--- config.mk ---
export PLATFORM = sky130hd
export DESIGN_NAME = bmh_cell
export DESIGN_NICKNAME = d
export VERILOG_FILES = /design/src/sv/binary_max_heap_assert.svh /design/src/sv/bmh_pkg.sv /design/src/sv/bmh_cell.sv
export SDC_FILE = /design/constraint.sdc
export NUM_CORES = 1
export LEC_CHECK = 0
export ABC_CLOCK_PERIOD_IN_PS = 11100
export BUFFER_PORTS_ARGS = -buffer_cell sky130_fd_sc_hd__buf_4
export CAP_MARGIN = 20
export CELL_PAD_IN_SITES_DETAIL_PLACEMENT = 1
export CELL_PAD_IN_SITES_GLOBAL_PLACEMENT = 1
export CORE_MARGIN = 4
export CORE_UTILIZATION = 35
export DETAILED_ROUTE_END_ITERATION = 7
export GPL_TIMING_DRIVEN = 0
export PLACE_DENSITY = 0.86
export SYNTH_ARGS = -nofsm -noshare
export SYNTH_HDL_FRONTEND = slang
export SYNTH_SLANG_ARGS = --single-unit
--- constraint.sdc ---
create_clock -name clk -period 11.1 [get_ports clk]
set_input_delay 0.555 -clock clk [delete_from_list [all_inputs] [get_ports clk]]
set_output_delay 0.555 -clock clk [all_outputs]
set_load 0.03 [all_outputs]
--- src/sv/binary_max_heap_assert.svh ---
// assertion macros for the heap queue
`ifndef BINARY_MAX_HEAP_ASSERT_SVH
`define BINARY_MAX_HEAP_ASSERT_SVH

// same-cycle implication, checked out of reset
`define BMH_ASSERT_NOW(label, ante, cons) \
  label: assert property (@(posedge clk) disable iff (!rst_n) (ante) |-> (cons)) \
    else $error("heap check failed");

// next-cycle implication, checked out of reset
`define BMH_ASSERT_NEXT(label, ante, cons) \
  label: assert property (@(posedge clk) disable iff (!rst_n) (ante) |=> (cons)) \
    else $error("heap check failed");

`endif

--- src/sv/bmh_pkg.sv ---
package bmh_pkg;

  typedef enum logic {
    CMD_INSERT = 1'b0,
    CMD_REMOVE = 1'b1
  } cmd_t;

  typedef enum logic [1:0] {
    ST_OK        = 2'd0,
    ST_OVERFLOW  = 2'd1,
    ST_UNDERFLOW = 2'd2
  } status_t;

  typedef enum logic [1:0] {
    CELL_HOLD   = 2'd0,
    CELL_INSERT = 2'd1,
    CELL_REMOVE = 2'd2
  } cell_op_t;

  typedef struct packed {
    cell_op_t op;
    logic     occ;
  } cell_ctrl_t;

  localparam int unsigned LIMIT_W     = 9;
  localparam logic [LIMIT_W-1:0] LIMIT_RESET = 9'd256;

endpackage

--- src/sv/bmh_cell.sv ---
module bmh_cell #(
  parameter int unsigned VW = 32
) (
  input  logic                 clk,
  input  bmh_pkg::cell_ctrl_t  ctrl,
  input  logic signed [VW-1:0] ins_value,
  input  logic signed [VW-1:0] prev_value,
  input  logic                 prev_keep,
  input  logic signed [VW-1:0] next_value,
  output logic                 keep,
  output logic signed [VW-1:0] value
);
  import bmh_pkg::*;

  logic signed [VW-1:0] val_r;
  logic signed [VW-1:0] val_nxt;

  // occupied and not smaller than the new value: stays in place on insert
  assign keep  = ctrl.occ && !(ins_value > val_r);
  assign value = val_r;

  always_comb begin
    unique case (ctrl.op)
      CELL_INSERT: begin
        if (keep) begin
          val_nxt = val_r;
        end else if (prev_keep) begin
          val_nxt = ins_value;
        end else begin
          val_nxt = prev_value;
        end
      end
      CELL_REMOVE: val_nxt = next_value;
      default:     val_nxt = val_r;
    endcase
  end

  always_ff @(posedge clk) begin
    val_r <= val_nxt;
  end

endmodule
* After elaboration in Yosys (flattened, before gate mapping)
Cells that the tools add are included.
** Word-level totals
- Bits in registers :: 32
- Input port bits :: 101
** Cells by class
- Magnitude comparators :: 1
- Equality and inequality tests :: 3
- Multiplexer cells :: 3
- Reductions and logical operators :: 4
** Operators with widths (number)
- 32-bit 2-to-1 mux :: 2
- 32-bit one-hot mux with 2 select lines :: 1
- 32-bit > comparator :: 1
- 2-bit by 1-bit == test with 1-bit output, second input constant :: 1
- 2-bit == test, second input constant :: 1
- 2-bit != test, second input constant :: 1
- 2-bit AND reduction :: 1
- 2-bit nonzero test :: 1
- 1-bit logical AND :: 1
- 1-bit logical NOT :: 1

* Longest topological paths before layout
- Depth in word-level cells :: 5
- Gate-level depth with buffers :: 8
- Gate-level depth less buffers :: 8

* Least setup slack after synthesis
OpenSTA, ideal clock, no wires.
- Kind :: register to register
- Start :: register val_r[31], in the netlist value[31]
- End :: register val_r[0], in the netlist value[0] (enable)
- Setup time :: 0.511 ns
- Data arrival time :: 5.050 ns
- Data required time :: 10.589 ns
- Setup slack :: 5.539 ns
- Stages on the path, launching flop included :: 8
- Clock period less this slack :: 5.561 ns
- Cells stage by stage :: edfxtp_1 -> inv_1 -> ha_1 -> nand4_2 -> nor4_4 -> a41o_1 -> a211oi_2 -> o41ai_1
** On the way
- Longest elaborated chain between the ends :: 5
** RTL lines
- start: declaration :: line bmh_cell.sv:15 : logic signed [VW-1:0] val_r;
- start signal: assignment :: line bmh_cell.sv:39 : val_r <= val_nxt;
- 32-bit > comparator :: line bmh_cell.sv:19 : assign keep = ctrl.occ && !(ins_value > val_r);
- 1-bit logical NOT :: line bmh_cell.sv:19
- 1-bit logical AND :: line bmh_cell.sv:19
- 2-bit != test (no source line)
- 2-bit AND reduction (no source line)
No other way between the ends.
A chain may end at the register's enable or synchronous reset.

* Final worst setup path
- Start :: register val_r[8], in the netlist value[8]
- End :: output keep
** On the way
- Longest elaborated chain between the ends :: 3
** RTL lines
- 32-bit > comparator :: line bmh_cell.sv:19
- 1-bit logical NOT :: line bmh_cell.sv:19
- 1-bit logical AND :: line bmh_cell.sv:19
- end: declaration :: line bmh_cell.sv:10 : output logic keep,
No other way between the ends.

==> flow_metrics.env <==
export IMPL_outcome="finished, final reports clean"
export IMPL_cp_num_buf_inv=2
export IMPL_cp_arrival_ns=2.58
export IMPL_finalCritPeriodShare=0.283
export IMPL_core_area_sq_um=6870
export IMPL_initial_utilization=0.364
export IMPL_wl_per_cell_microns=16.3
export IMPL_die_h_microns=92.5
export IMPL_fp_row_count=30
export IMPL_rrSetupSlack_ns=7.99
export IMPL_slew_violations=0
export IMPL_cts_tree="yes"
export IMPL_grt_pass1_vias=2634
export IMPL_fin_skew_ns=0.00590
export IMPL_pre_cts_slack_ns=7.70
export IMPL_fillers=855
export IMPL_grt_max_degree=11
export IMPL_fin_ws_ns=7.96
export IMPL_viasPerCell=4.88
export IMPL_power_density_nw_per_um2=108
export IMPL_grt_util_all_layers=0.191
export IMPL_r2r_worst_path_cells=9
export IMPL_dr_pass1_iters=4
export IMPL_critPathRequiredTime_ns=10.55
export IMPL_slowest_delay_ns=0.35
export IMPL_fin_nets=536
export IMPL_drc=0
export IMPL_max_freq_mhz=319
export IMPL_gp_congestion=0.735
export IMPL_ys_types=31
export IMPL_dieArea_sq_um=8550
export IMPL_post_cts_repair_setup_buffers=0
export IMPL_r2r_end="value[14]$_DFFE_PP_"
export IMPL_postCtsHoldBufs=0
export IMPL_path_delay_family="compound AO/OA/AOI/OAI gates"
export IMPL_critical_path_max_fanout=2
export IMPL_critPathLaunch="value[8]$_DFFE_PP_"
export IMPL_setup_tns_final_ns=0
export IMPL_clock_path_buffers=2
export IMPL_synth_async_sr_flop_share=0
export IMPL_rsz0062_at_grt="false"
export IMPL_clk_pin_slew_ns=0.07
export IMPL_synth_warnings=0
export IMPL_hold_violations=0
export IMPL_leakagePower_uw=0.00187
export IMPL_ant_nets=0
export IMPL_critPathKind="reg2out"
export IMPL_crit_path_start_kind="flip-flop"
export IMPL_grt_first_pass_wirelength_microns=12900
export IMPL_fin_crit_ns=3.14
export IMPL_endpoint_kind="output port"
export IMPL_worstMarginPinSlew_ns=0.731
export IMPL_antenna_found_initial=0
export IMPL_avgSynthCellArea_sq_um=9.61
export IMPL_yosysMostFrequentCell="nand2_1"
export IMPL_path_cells="inv_1 -> ha_1 -> a211oi_1 -> nor2_1 -> or3_1 -> a41o_1 -> a211oi_2 -> o31a_1 -> buf_4"
export IMPL_numPortBuffers=132
export IMPL_drive_above_1_share=0.376
export IMPL_crit_path_end="keep"
export IMPL_cts_made_buffers=5
export IMPL_drt_initial_drc_count=52
export IMPL_place_hpwl_microns=6870
export IMPL_hold_slack_ns=0.551
export IMPL_max_cap_viol_count=0
export IMPL_yosys_top_cells_count="nand2_1, o21ai_0, inv_1"
export IMPL_synth_top_area_cell="edfxtp_1"
export IMPL_synth_area_leaders="edfxtp_1, ha_1, mux2i_1"
export IMPL_clock_latency_ns=0.28
export IMPL_synth_nets=393
export IMPL_largest_register_ffs=32
export IMPL_antenna_cells=0
export IMPL_synth_edf_count=32
export IMPL_syn_inst=260
export IMPL_cts_sinks=32
export IMPL_maxSlewHeadroom=0.508
export IMPL_vias=2439
export IMPL_synthFlopType="edfxtp_1"
export IMPL_power_uw=401
export IMPL_fp_dieW_microns=92.5
export IMPL_syn_cell_area_sq_um=2500
export IMPL_yosysSeqAreaShare=0.385
export IMPL_r2r_start="value[31]$_DFFE_PP_"
export IMPL_clock_root_buffer="clkbuf_8"
export IMPL_htree_levels=2
export IMPL_path_depth=9
export IMPL_area_growth_pct=49.2
export IMPL_critPathSlowestCell="edfxtp_1"
export IMPL_totalWireLength_microns=8140
export IMPL_ys_seq_elements=32
export IMPL_setup_viol_count_final=0
export IMPL_grt_remaining_overflow=0
export IMPL_hp_class="in2reg"
export IMPL_peakVddDrop_uv=44.8
export IMPL_postCtsResizedCells=0
export IMPL_io_pins=134
export IMPL_synth_top_area_frac=0.385
how the worst min path moves through the flow:
stage	depth (start not counted)	from	slack [ns]	endpoint
global route	3	next_value[24]	0.54	value[24]$_DFFE_PP_
detailed placement	3	next_value[24]	0.84	value[24]$_DFFE_PP_
finish	3	next_value[27]	0.55	value[27]$_DFFE_PP_
floorplan	2	next_value[0]	0.74	value[0]$_DFFE_PP_
CTS	3	next_value[24]	0.54	value[24]$_DFFE_PP_
global placement	3	next_value[23]	0.83	value[23]$_DFFE_PP_
stage by stage:
step / area (sq um) / util / cells
finish: 3730 / 0.542 / 500
global route: 3730 / 0.542 / 500
CTS: 3730 / 0.542 / 500
detailed placement: 3650 / 0.531 / 492
global placement: 3610 / 0.525 / 488
floorplan: 2500 / - / 260
worst min-delay path: stages:
cell,delay [ns]
buf_4,0.08
nand2_1,0.03
o21ai_0,0.06
cell type report:
class                      instances  area (sq um)  area share
multi-input combinational        183          1370       0.368
timing repair buffer             136          1020       0.274
sequential                        32           961       0.258
inverter                          34           128      0.0343
tap                               96           120      0.0322
clock buffer                       7          76.3      0.0205
buffer                            11          45.0      0.0121
clock inverter                     1          3.75     0.00101
cells by family after synthesis:
group           count (synthesis)  synth area share
buf+inv                        45            0.0691
simple gates                   59             0.120
compound gates                 60             0.137
mux                            32             0.128
flops                          32             0.385
fa+ha+maj                      32             0.160
where the power goes:
group          total [uW]  internal [uW]  switching (uW)
sequential            158            151            6.86
clock                88.0           43.7            44.3
combinational         155           70.2            84.7
total                 401            265             136
per-layer routing:
metal | wire, microns | global-route usage | vias up
met3 | 544 | 0.0382 | 6
met1 | 3070 | 0.200 | 1134
met5 | 0 | 0 | -
li1 | - | - | 1212
met4 | 75 | 0.0458 | 0
met2 | 4460 | 0.384 | 87
layout by cell type, fill, tap and decap left out, drive strengths merged:
cell type,count
a211oi,3
a21o,2
a21oi,12
a221o,1
a41o,1
and2b,1
and4,1
buf,139
clkbuf,15
clkinv,1
edfxtp,32
ha,32
inv,34
mux2i,32
nand2,40
nand2b,1
nand3,3
nand4,5
nor2,1
nor2b,2
nor3,2
nor4,1
o21ai,37
o21ba,1
o31a,1
o31ai,1
o41ai,1
or2b,1
or3,1
Note: power is estimated with default switching activity, not from simulation.
